### config.mk
export PLATFORM = sky130hd
export DESIGN_NAME = fir_filter_circular_delay_top
export DESIGN_NICKNAME = d
export VERILOG_FILES = /design/src/rtl/fircd_pkg.sv /design/src/rtl/fircd_ctrl.sv /design/src/rtl/fircd_dp.sv /design/src/rtl/fir_filter_circular_delay_top.sv
export SDC_FILE = /design/constraint.sdc
export NUM_CORES = 2
export LEC_CHECK = 0
export BUFFER_PORTS_ARGS = -buffer_cell sky130_fd_sc_hd__buf_4
export CAP_MARGIN = 0
export CELL_PAD_IN_SITES_DETAIL_PLACEMENT = 0
export CELL_PAD_IN_SITES_GLOBAL_PLACEMENT = 1
export CORE_MARGIN = 2
export CORE_UTILIZATION = 35
export CTS_CLUSTER_DIAMETER = 80
export CTS_CLUSTER_SIZE = 28
export DETAILED_ROUTE_END_ITERATION = 10
export GPL_ROUTABILITY_DRIVEN = 1
export HOLD_SLACK_MARGIN = 0.03
export PLACE_DENSITY = 0.56
export SYNTH_ARGS = -nofsm -noshare
export SYNTH_HDL_FRONTEND = slang
export SYNTH_HIERARCHICAL = 1
export SYNTH_SLANG_ARGS = --single-unit
### constraint.sdc
create_clock -name aclk -period 11.05 [get_ports aclk]
set_input_delay 1.6575 -clock aclk [delete_from_list [all_inputs] [get_ports aclk]]
set_output_delay 1.6575 -clock aclk [all_outputs]
set_load 0.005 [all_outputs]
### src/rtl/fircd_pkg.sv
// fircd_pkg: shared types and constants of the circular delay fir filter
// used by the controller, the datapath and the top level; no dependencies
`timescale 1ns / 1ps

package fircd_pkg;

    localparam int CMD_W      = 2;
    localparam int TAP_IDX_W  = 6;
    localparam int TAPS_W     = 7;
    localparam int CFG_IDX_W  = 1;
    localparam int CFG_DATA_W = 7;

    typedef enum logic [CMD_W-1:0] {
        CMD_FILTER    = 2'd0,
        CMD_TAP_WRITE = 2'd1,
        CMD_CLEAR     = 2'd2
    } cmd_code_t;

    localparam logic [CFG_IDX_W-1:0] REG_BYPASS      = 1'd0;
    localparam logic [CFG_IDX_W-1:0] REG_TAPS_IN_USE = 1'd1;

    // controller to datapath
    typedef struct packed {
        logic cap_sample;
        logic tap_wr;
        logic clear;
        logic wr_delay;
        logic issue;
        logic load_out;
    } dp_cmd_t;

    // datapath to controller
    typedef struct packed {
        logic bypass;
        logic last_issue;
        logic pipe_busy;
        logic out_free;
    } dp_sts_t;

endpackage

### src/rtl/fircd_ctrl.sv
// fircd_ctrl: sequencing state machine of the fir filter
// depends on fircd_pkg; drives the datapath through dp_cmd_t
`timescale 1ns / 1ps

module fircd_ctrl (
    input  logic                      aclk,
    input  logic                      aresetn,
    input  logic                      s_valid,
    output logic                      s_ready,
    input  logic [fircd_pkg::CMD_W-1:0] s_command,
    input  fircd_pkg::dp_sts_t        sts,
    output fircd_pkg::dp_cmd_t        cmd
);
    import fircd_pkg::*;

    typedef enum logic [4:0] {
        ST_IDLE  = 5'b00001,
        ST_WRITE = 5'b00010,
        ST_RUN   = 5'b00100,
        ST_DRAIN = 5'b01000,
        ST_OUT   = 5'b10000
    } state_t;

    state_t state_reg, state_next;

    assign s_ready = (state_reg == ST_IDLE);

    always_comb begin
        state_next = state_reg;
        cmd        = '0;
        case (state_reg)
            ST_IDLE: begin
                if (s_valid) begin
                    case (s_command)
                        CMD_FILTER: begin
                            cmd.cap_sample = 1'b1;
                            state_next     = sts.bypass ? ST_OUT : ST_WRITE;
                        end
                        CMD_TAP_WRITE: cmd.tap_wr = 1'b1;
                        CMD_CLEAR:     cmd.clear  = 1'b1;
                        default:       ;
                    endcase
                end
            end
            ST_WRITE: begin
                cmd.wr_delay = 1'b1;
                state_next   = ST_RUN;
            end
            ST_RUN: begin
                cmd.issue = 1'b1;
                if (sts.last_issue) begin
                    state_next = ST_DRAIN;
                end
            end
            ST_DRAIN: begin
                if (!sts.pipe_busy) begin
                    state_next = ST_OUT;
                end
            end
            ST_OUT: begin
                if (sts.out_free) begin
                    cmd.load_out = 1'b1;
                    state_next   = ST_IDLE;
                end
            end
            default: state_next = ST_IDLE;
        endcase
    end

    always_ff @(posedge aclk) begin
        if (!aresetn) begin
            state_reg <= ST_IDLE;
        end else begin
            state_reg <= state_next;
        end
    end

    a_ready_only_idle: assert property (@(posedge aclk) disable iff (!aresetn)
        cmd.issue |-> !s_ready && !cmd.load_out)
        else $error("issue overlaps accept or output load");

    a_load_needs_room: assert property (@(posedge aclk) disable iff (!aresetn)
        cmd.load_out |-> sts.out_free)
        else $error("output loaded while occupied");

    a_drain_after_run: assert property (@(posedge aclk) disable iff (!aresetn)
        (state_reg == ST_RUN) && sts.last_issue |=> state_reg == ST_DRAIN)
        else $error("run did not end in drain");

endmodule

### src/rtl/fircd_dp.sv
// fircd_dp: delay and tap memories, shared multiply-accumulate, rounding,
// saturation and the output register; depends on fircd_pkg
`timescale 1ns / 1ps

module fircd_dp #(
    parameter int MAX_TAPS     = 64,
    parameter int SAMPLE_WIDTH = 16,
    parameter int COEF_WIDTH   = 16
) (
    input  logic                             aclk,
    input  logic                             aresetn,
    input  fircd_pkg::dp_cmd_t               cmd,
    output fircd_pkg::dp_sts_t               sts,
    input  logic                             cfg_wr_en,
    input  logic [fircd_pkg::CFG_IDX_W-1:0]  cfg_index,
    input  logic [fircd_pkg::CFG_DATA_W-1:0] cfg_wr_data,
    input  logic signed [SAMPLE_WIDTH-1:0]   s_sample_in,
    input  logic                             s_block_last_in,
    input  logic [fircd_pkg::TAP_IDX_W-1:0]  s_tap_index,
    input  logic signed [COEF_WIDTH-1:0]     s_tap_value,
    output logic                             m_valid,
    input  logic                             m_ready,
    output logic signed [SAMPLE_WIDTH-1:0]   m_sample_out,
    output logic                             m_saturated,
    output logic                             m_block_last_out
);
    import fircd_pkg::*;

    localparam int AW      = (MAX_TAPS > 1) ? $clog2(MAX_TAPS) : 1;
    localparam int PROD_W  = SAMPLE_WIDTH + COEF_WIDTH;
    localparam int FULL_W  = PROD_W + AW;
    localparam int ACC_W   = (FULL_W > 64) ? 64 : FULL_W;
    localparam int SHW     = ACC_W - COEF_WIDTH + 1;
    localparam logic signed [ACC_W-1:0] RND_BIAS = ACC_W'(1) << (COEF_WIDTH - 2);
    localparam logic signed [SAMPLE_WIDTH-1:0] S_MAX = {1'b0, {(SAMPLE_WIDTH-1){1'b1}}};
    localparam logic signed [SAMPLE_WIDTH-1:0] S_MIN = {1'b1, {(SAMPLE_WIDTH-1){1'b0}}};

    // configuration
    logic                 bypass_reg;
    logic [TAPS_W-1:0]    taps_reg;

    // item state
    logic [AW-1:0]        wp_reg;
    logic [AW-1:0]        nm1_reg;
    logic [AW-1:0]        pos_reg;
    logic [AW-1:0]        j_reg;
    logic [AW-1:0]        rd_reg;
    logic signed [SAMPLE_WIDTH-1:0] sample_reg;
    logic                 last_reg;
    logic                 byp_reg;

    // memories and valid bits
    logic signed [SAMPLE_WIDTH-1:0] dly_mem [MAX_TAPS];
    logic signed [COEF_WIDTH-1:0]   tap_mem [MAX_TAPS];
    logic [MAX_TAPS-1:0]  dly_vld_reg;
    logic [MAX_TAPS-1:0]  tap_vld_reg;

    // mac pipeline
    logic signed [SAMPLE_WIDTH-1:0] dly_q_reg;
    logic signed [COEF_WIDTH-1:0]   tap_q_reg;
    logic                 dly_qv_reg;
    logic                 tap_qv_reg;
    logic                 rd_vld_reg;
    logic signed [PROD_W-1:0] prod_reg;
    logic                 mul_vld_reg;
    logic signed [ACC_W-1:0]  acc_reg;

    // output register
    logic                 m_valid_reg;
    logic signed [SAMPLE_WIDTH-1:0] out_sample_reg;
    logic                 out_sat_reg;
    logic                 out_last_reg;

    logic [AW-1:0]        nm1_cfg;
    logic [AW-1:0]        pos_cfg;
    logic [AW-1:0]        tap_addr;
    logic                 tap_idx_ok;
    logic signed [SAMPLE_WIDTH-1:0] dly_op;
    logic signed [COEF_WIDTH-1:0]   tap_op;
    logic signed [ACC_W-1:0]  rnd;
    logic signed [ACC_W-1:0]  shr_full;
    logic signed [SHW-1:0]    shr;
    logic [SHW-SAMPLE_WIDTH:0] shr_top;
    logic                 clip;
    logic signed [SAMPLE_WIDTH-1:0] filt_out;

    always_comb begin
        if (taps_reg == '0) begin
            nm1_cfg = '0;
        end else if (32'(taps_reg) > 32'(MAX_TAPS)) begin
            nm1_cfg = AW'(MAX_TAPS - 1);
        end else begin
            nm1_cfg = AW'(taps_reg - TAPS_W'(1));
        end
    end

    assign pos_cfg    = (wp_reg <= nm1_cfg) ? wp_reg : '0;
    assign tap_addr   = AW'(s_tap_index);
    assign tap_idx_ok = 32'(s_tap_index) < 32'(MAX_TAPS);

    assign sts.bypass     = bypass_reg;
    assign sts.last_issue = (j_reg == nm1_reg);
    assign sts.pipe_busy  = rd_vld_reg || mul_vld_reg;
    assign sts.out_free   = !m_valid_reg || m_ready;

    always_ff @(posedge aclk) begin
        if (!aresetn) begin
            bypass_reg <= 1'b0;
            taps_reg   <= TAPS_W'(MAX_TAPS);
        end else if (cfg_wr_en) begin
            case (cfg_index)
                REG_BYPASS:      bypass_reg <= cfg_wr_data[0];
                REG_TAPS_IN_USE: taps_reg   <= cfg_wr_data[TAPS_W-1:0];
                default:         ;
            endcase
        end
    end

    // control state with reset
    always_ff @(posedge aclk) begin
        if (!aresetn) begin
            wp_reg      <= '0;
            dly_vld_reg <= '0;
            tap_vld_reg <= '0;
            rd_vld_reg  <= 1'b0;
            mul_vld_reg <= 1'b0;
            m_valid_reg <= 1'b0;
        end else begin
            rd_vld_reg  <= cmd.issue;
            mul_vld_reg <= rd_vld_reg;
            if (cmd.clear) begin
                dly_vld_reg <= '0;
                wp_reg      <= '0;
            end
            if (cmd.tap_wr && tap_idx_ok) begin
                tap_vld_reg[tap_addr] <= 1'b1;
            end
            if (cmd.wr_delay) begin
                dly_vld_reg[pos_reg] <= 1'b1;
                wp_reg <= (pos_reg == nm1_reg) ? '0 : pos_reg + AW'(1);
            end
            if (cmd.load_out) begin
                m_valid_reg <= 1'b1;
            end else if (m_ready) begin
                m_valid_reg <= 1'b0;
            end
        end
    end

    // memories
    always_ff @(posedge aclk) begin
        if (cmd.tap_wr && tap_idx_ok) begin
            tap_mem[tap_addr] <= s_tap_value;
        end
        if (cmd.wr_delay) begin
            dly_mem[pos_reg] <= sample_reg;
        end
        if (cmd.issue) begin
            tap_q_reg  <= tap_mem[j_reg];
            dly_q_reg  <= dly_mem[rd_reg];
            tap_qv_reg <= tap_vld_reg[j_reg];
            dly_qv_reg <= dly_vld_reg[rd_reg];
        end
    end

    assign tap_op = tap_qv_reg ? tap_q_reg : '0;
    assign dly_op = dly_qv_reg ? dly_q_reg : '0;

    // payload and mac
    always_ff @(posedge aclk) begin
        if (cmd.cap_sample) begin
            sample_reg <= s_sample_in;
            last_reg   <= s_block_last_in;
            byp_reg    <= bypass_reg;
            nm1_reg    <= nm1_cfg;
            pos_reg    <= pos_cfg;
        end
        if (cmd.wr_delay) begin
            j_reg   <= '0;
            rd_reg  <= pos_reg;
            acc_reg <= '0;
        end else begin
            if (cmd.issue) begin
                j_reg  <= j_reg + AW'(1);
                rd_reg <= (rd_reg == '0) ? nm1_reg : rd_reg - AW'(1);
            end
            if (mul_vld_reg) begin
                acc_reg <= acc_reg + ACC_W'(prod_reg);
            end
        end
        prod_reg <= tap_op * dly_op;
        if (cmd.load_out) begin
            out_last_reg <= last_reg;
            if (byp_reg) begin
                out_sample_reg <= sample_reg;
                out_sat_reg    <= 1'b0;
            end else begin
                out_sample_reg <= filt_out;
                out_sat_reg    <= clip;
            end
        end
    end

    // round half up, then clip
    assign rnd      = acc_reg + RND_BIAS;
    assign shr_full = rnd >>> (COEF_WIDTH - 1);
    assign shr      = shr_full[SHW-1:0];
    assign shr_top  = shr[SHW-1:SAMPLE_WIDTH-1];
    assign clip     = !((&shr_top) || !(|shr_top));
    assign filt_out = clip ? (shr[SHW-1] ? S_MIN : S_MAX) : shr[SAMPLE_WIDTH-1:0];

    assign m_valid          = m_valid_reg;
    assign m_sample_out     = out_sample_reg;
    assign m_saturated      = out_sat_reg;
    assign m_block_last_out = out_last_reg;

    a_issue_in_range: assert property (@(posedge aclk) disable iff (!aresetn)
        cmd.issue |-> j_reg <= nm1_reg)
        else $error("tap counter past active length");

    a_wp_in_range: assert property (@(posedge aclk) disable iff (!aresetn)
        cmd.wr_delay |=> wp_reg <= nm1_reg)
        else $error("write position left active range");

    a_drained_on_load: assert property (@(posedge aclk) disable iff (!aresetn)
        cmd.load_out && !byp_reg |-> !rd_vld_reg && !mul_vld_reg)
        else $error("result loaded before mac pipeline drained");

endmodule

### src/rtl/fir_filter_circular_delay_top.sv
// fir_filter_circular_delay_top: direct-form fir filter over a circular delay line
// depends on fircd_pkg, fircd_ctrl and fircd_dp
//
//   channel   ports                                                   handshake
//   input     s_command s_sample_in s_block_last_in s_tap_index       s_valid/s_ready
//             s_tap_value
//   result    m_sample_out m_saturated m_block_last_out               m_valid/m_ready
//   config    cfg_index cfg_wr_data                                   cfg_wr_en
//
// filtered sample: capture, delay write, then one shared multiplier walks the taps
// at one per cycle; read, product and accumulator registers drain before output load
// bypassed samples go straight to output load; tap writes and clears stay in idle
// memories reset through per-entry valid bits, so there is no clearing pass
// a full output register holds the block in its output state until m_ready
`timescale 1ns / 1ps

module fir_filter_circular_delay_top #(
    parameter int MAX_TAPS     = 64,
    parameter int SAMPLE_WIDTH = 16,
    parameter int COEF_WIDTH   = 16
) (
    input  logic                             aclk,
    input  logic                             aresetn,
    input  logic                             s_valid,
    output logic                             s_ready,
    input  logic [fircd_pkg::CMD_W-1:0]      s_command,
    input  logic signed [SAMPLE_WIDTH-1:0]   s_sample_in,
    input  logic                             s_block_last_in,
    input  logic [fircd_pkg::TAP_IDX_W-1:0]  s_tap_index,
    input  logic signed [COEF_WIDTH-1:0]     s_tap_value,
    output logic                             m_valid,
    input  logic                             m_ready,
    output logic signed [SAMPLE_WIDTH-1:0]   m_sample_out,
    output logic                             m_saturated,
    output logic                             m_block_last_out,
    input  logic                             cfg_wr_en,
    input  logic [fircd_pkg::CFG_IDX_W-1:0]  cfg_index,
    input  logic [fircd_pkg::CFG_DATA_W-1:0] cfg_wr_data
);
    import fircd_pkg::*;

    dp_cmd_t cmd;
    dp_sts_t sts;

    fircd_ctrl u_ctrl (
        .aclk      (aclk),
        .aresetn   (aresetn),
        .s_valid   (s_valid),
        .s_ready   (s_ready),
        .s_command (s_command),
        .sts       (sts),
        .cmd       (cmd)
    );

    fircd_dp #(
        .MAX_TAPS     (MAX_TAPS),
        .SAMPLE_WIDTH (SAMPLE_WIDTH),
        .COEF_WIDTH   (COEF_WIDTH)
    ) u_dp (
        .aclk             (aclk),
        .aresetn          (aresetn),
        .cmd              (cmd),
        .sts              (sts),
        .cfg_wr_en        (cfg_wr_en),
        .cfg_index        (cfg_index),
        .cfg_wr_data      (cfg_wr_data),
        .s_sample_in      (s_sample_in),
        .s_block_last_in  (s_block_last_in),
        .s_tap_index      (s_tap_index),
        .s_tap_value      (s_tap_value),
        .m_valid          (m_valid),
        .m_ready          (m_ready),
        .m_sample_out     (m_sample_out),
        .m_saturated      (m_saturated),
        .m_block_last_out (m_block_last_out)
    );

endmodule
* Yosys cells after proc, flatten, opt, wreduce, memory -nomap -nowiden
Memory sizes are Yosys's and may differ from the RTL's. A register that Yosys moved wholly into a read port is not among the register bits. Cells that the tools add are included.
Cells by class: div/mod/pow operators 0, multipliers 1, bitwise operators 3, $lt $le $gt $ge 8, eq/ne operators 14, $add $sub $neg 6, mux-type cells 46, shift operators 0, reduce and logical (&&, ||, !) cells 19
Operators with widths (number):
- $mux W64 | 3
- $or A64 B64 Y64 | 2
- $mux W16 | 5
- $mux W6 | 8
- $add A38 B16 Y38 const B | 1
- $add A38 B32 Y38 | 1
- $mul A16 B16 Y32 | 1
- $mux W5 | 6
- $lt A6 B7 Y1 const B | 4
- $pmux W5 S5 | 1
- $mux W1 | 17
- $add A6 B1 Y6 const B | 2
- $bmux W1 S6 | 2
- $demux W1 S6 | 2
- $eq A6 B6 Y1 | 2
- $ge A6 B1 Y1 const B | 2
- $sub A6 B1 Y6 const B | 2
- $ne A2 B2 Y1 const B | 4
- $reduce_and A8 Y1 | 1
- $reduce_or A8 Y1 | 1
- $gt A7 B7 Y1 const B | 1
- $logic_not A7 Y1 | 1
- $le A6 B6 Y1 | 1
- $logic_not A6 Y1 | 1
- 17 further kinds | 26
Word-level totals: memories kept 2, register bits after elaboration 282, latch bits 0, bits of input ports 54, bits in writable memories 2048, memory bits (read-only) 0, output and inout port bits 20, word-level logic and storage cells 122
Memory list:
- u_dp.dly_mem | depth 64, bits a word 16, rd ports 1, clocked after Yosys merged registers in 1, write ports 1, line fircd_dp.sv:53 | logic signed [SAMPLE_WIDTH-1:0] dly_mem [MAX_TAPS];
- u_dp.tap_mem | depth 64, bits a word 16, rd ports 1, clocked after Yosys merged registers in 1, write ports 1, line fircd_dp.sv:54 | logic signed [COEF_WIDTH-1:0] tap_mem [MAX_TAPS];

* Logic depth before layout (Yosys ltp)
depth in word-level cells 8, mapped depth 27, mapped depth without buffers 24

* By module
Netlist, hierarchy kept.
By module, submodules not included:
- fircd_dp | instances 1, area an instance 101934.0 um2, seq. area each 68565.8 um2, cells each 5516
- fircd_ctrl | instances 1, area an instance 384.1 um2, seq. area each 100.1 um2, cells each 46

* Worst setup path after synthesis
Ideal clock, no wire load.
kind register -> register, start point register u_dp.tap_qv_reg, end point register u_dp.prod_reg[25], slack 4.616 ns, library setup time 0.123 ns, data arrival time 6.311 ns, path buffers 3, cell stages (with the launch flop) 27, required time 10.927 ns, period minus slack after synthesis 6.434 ns, cells stage by stage edfxtp_1 -> clkbuf_1 -> buf_1 -> nand2_1 -> nor2_1 -> fa_1 -> inv_1 -> fa_1 -> fa_1 -> fa_1 -> inv_1 -> fa_1 -> inv_1 -> fa_1 -> inv_1 -> ha_1 -> clkbuf_1 -> a21o_1 -> a21oi_1 -> nor2_1 -> nor2_1 -> o21ai_1 -> a311o_1 -> a311o_1 -> a31oi_1 -> o21bai_1 -> xor2_1
Between the ends: longest elaborated chain between the ends 2
Ends and longest elaborated chain:
- start: declaration | line fircd_dp.sv:62 | logic tap_qv_reg;
- start signal: assignment | line fircd_dp.sv:161 | tap_qv_reg <= tap_vld_reg[j_reg];
- $mux W16 | line fircd_dp.sv:166 | assign tap_op = tap_qv_reg ? tap_q_reg : '0;
- $mul A16 B16 Y32 | line fircd_dp.sv:191 | prod_reg <= tap_op * dly_op;
- end signal: assignment | line fircd_dp.sv:191
- end: declaration | line fircd_dp.sv:64 | logic signed [PROD_W-1:0] prod_reg;
Every way passes these cells. A chain may end at the register's enable or synchronous reset.

* Worst setup path after layout
Ends and elaborated chain as after synthesis.

==> metrics <==
Post-CTS Hold Buffers 0; endpoints failing setup 0; internal power approximately 12,000 uW; DR iter-0 viols 4,757; initial antenna violation count 20; critical path type reg -> reg; Post-CTS Setup Bufs 0; actual slew at the worst max-slew pin about 1.4 ns; Starting Density 0.352; core outline area about 290,000 sq um; Worst EP required roughly 12 ns; fraction of layout cells with a size suffix above 1 0.224; area delta synth->final 9.76%; clk_lat worst skew a little over 0.9 ns; hold worst-path end u_dp/m_block_last_out; Die Area between 200,000 and 300,000 sq um; first-pass GRT wire length between 300 and 400 mm; Yosys top cell area share 0.627; clock network power share 0.344; Clk pin slew, worst setup/hold paths about 0.09 ns; Die Y about 540 um; vias in the first global route between 50,000 and 60,000; Placer Congestion between 0.8 and 0.9; DR WL/cell approximately 27 um; Vias about 51,000; reg-to-reg endpoint u_dp/prod_reg[25]; num ports 74; Final Hold Viols 0; Antenna Violating Nets Remaining 0; Syn Std Cell Area 102,000 sq um; CP endpoint kind flip-flop; Fillers around 27,000; Initial DRT Pass Iterations 6; # Max-Cap Violations 0; Syn Area/Cell 18.4 sq um; leakage 0.0364 uW; synth unique cells 79; Overall Global Routing Usage 0.177; dominant cell by count in the synthesized netlist edfxtp_1; vias per inst around 5.2; register area share after synthesis 0.671; CTS tree yes; H-tree levels 3; Slowest-stage cell, CP edfxtp_1; number of flops mapped to enable cells by yosys ~2,100; reg2reg start u_dp/tap_qv_reg; Place WS between 3 and 4 ns; DP HPWL 160 mm; status completed; Fin Setup TNS 0 ns; slowest stage delay, CP 1.00 ns; synth warn 6; R2R setup slack about 3.7 ns; Async SR Flop Fraction 0; top_reg_cell synth edfxtp_1; cell taking the most area after synthesis edfxtp_1; clk sink count approximately 2,400; DR DRC count 0; Max Clock Skew approximately 0.11 ns; RSZ-0062 raised after global routing no; VDD IR max around 0.13 mV; relative slew slack 0.0858; r2r worst-path depth 22; most frequent CP cell fa_1; Hold WC Path Type reg -> reg; post-layout minimum cycle time roughly 7.4 ns; Syn Inst Count between 5,000 and 6,000; Yosys reg bits 2,362; final WL 263 mm; Hold Startpoint u_dp/last_reg; crit path DAT around 8.1 ns; synth cell count leaders edfxtp_1 (2,136), mux4_2 (687), nor2_1 (350); fmax about 0.14 GHz; Num CTS Buffers 118; Pins Over Slew Limit 0; post-synth net total around 6,000; Layout Nets between 6,000 and 7,000; Crit Path Max Fanout 34; Sw Pwr about 3300 uW; CP Launch Type flip-flop; num rows 198; chip width 545 um; top flop regs u_dp/dly_mem (1024), u_dp/tap_mem (1024); setup ws final about 3.7 ns; switching fraction of total power 0.214; root buffer cell clkbuf_16; Comb pwr share 0.022; GRT overflow 0; top post-synthesis cells by area edfxtp_1 (63%), mux4_2 (15%), fa_1 (5.1%), dfxtp_1 (4.4%), ha_1 (1.6%); largest net degree at the start of global routing approximately 130; Post-CTS Resized 0; P per Cell Area 137 nW/um^2; I/O Buffers 73; worst hold path stage count 0; CP Cell Sequence and2_1, nand2_1, fa_1, fa_1, fa_1, inv_1, fa_1, fa_1, inv_1, fa_1, inv_1, ha_1, a21o_1, a21oi_1, nor2_1, nor2_1, o21ai_1, a311o_1, a311o_1, a31oi_1, o21bai_1, xor2_1; Seq pwr share 0.634; fin crit share 0.667; clk buf depth 4
## power by group through the flow
stage | logic, uW | clock network (uW) | registers (uW)
3_5_place_dp | 347 | 0 | 9920
6_report | 338 | 5280 | 9720
4_1_cts | 347 | 5470 | 9720
2_1_floorplan | 166 | 0 | 9930
5_1_grt | 372 | 5760 | 9720
3_3_place_gp | 337 | 0 | 9920
## metrics by stage
step | power [uW] | area [sq um] | utilization | hold slack [ns] | cells
after floorplan | 10100 | 102000 | - | 0.400 | 5562
after global placement | 10300 | 108000 | 0.372 | 0.404 | 9411
after detailed placement | 10300 | 108000 | 0.372 | 0.420 | 9411
after CTS | 15500 | 112000 | 0.386 | 0.429 | 9624
after global routing | 15800 | 112000 | 0.386 | 0.442 | 9625
final | 15300 | 112000 | 0.386 | 0.431 | 9635
## how the worst max path moves through the flow
stage | depth (start not counted) | from | to
finish | 22 | u_dp/tap_qv_reg | u_dp/prod_reg[25]
global route | 22 | u_dp/tap_qv_reg | u_dp/prod_reg[31]
CTS | 22 | u_dp/tap_qv_reg | u_dp/prod_reg[25]
detailed placement | 22 | u_dp/tap_qv_reg | u_dp/prod_reg[25]
global placement | 22 | u_dp/tap_qv_reg | u_dp/prod_reg[31]
floorplan | 26 | u_dp/tap_qv_reg | u_dp/prod_reg[25]
## critical path, delay by kind of cell, from the launching register on
family / cells / cell delay [ns]
DFF: 1 / 1.00
and+or+nand+nor: 4 / 0.79
buffers and inverters: 3 / 0.15
xor gates and xnor gates: 1 / 0.14
adders and majority gates: 7 / 3.46
AOI/OAI and AO/OA: 7 / 1.66
## routing by layer
| layer | wire (um) | global-route usage |
|---|---|---|
| met4 | 3640 | 0.0252 |
| met1 | 122000 | 0.263 |
| met3 | 12600 | 0.0230 |
| met5 | 80 | 0 |
| met2 | 125000 | 0.285 |
## placed cells by master (no fill, tap or decap), types with 10 or more instances in the layout
master,count
nor2_2,118
a211oi_1,11
nand2_1,207
nand3b_1,10
o21a_1,153
ha_1,132
mux2_2,10
nor3_1,21
a21oi_2,12
diode_2,11
xor2_1,44
clkbuf_16,122
dfxtp_1,220
nor2b_1,86
nand4_1,17
fa_1,263
a21o_1,33
o221ai_1,10
mux2i_1,58
o22ai_1,21
mux4_2,687
edfxtp_1,2136
buf_4,220
a31oi_1,11
nand2b_1,24
xnor2_1,71
nor2_4,11
a21oi_1,95
nand3_1,50
nor2_1,222
o21ai_1,11
or3_1,12
and3_1,11
inv_1,330
o21ai_0,47
and2_1,38
clkbuf_1,24
## layout make-up
cell class              instances  area [sq um]  share of cell area
clock buffers                 148          3170              0.0282
repair buffers                229          1820              0.0162
inverters                     331          1240              0.0111
clock inverters                65           830             0.00739
flip-flops and latches       2362         68700               0.612
diodes                         11          27.5            0.000245
well taps                    3900          4880              0.0435
multi-input cells            2589         31600               0.282
## cells by family (layout without fill, tap and decap cells)
| family | Yosys count | count (layout) | share of synthesized area |
|---|---|---|---|
| xor gates and xnor gates | 116 | 116 | 0.0100 |
| AOI/OAI and AO/OA | 448 | 448 | 0.0294 |
| and+or+nand+nor | 874 | 874 | 0.0404 |
| buffers and inverters | 611 | 773 | 0.0234 |
| adders and majority gates | 396 | 396 | 0.0677 |
| other | 0 | 11 | 0 |
| DFF | 2362 | 2362 | 0.671 |
| muxes | 755 | 755 | 0.158 |
Note: power is estimated with default switching activity, not from simulation.
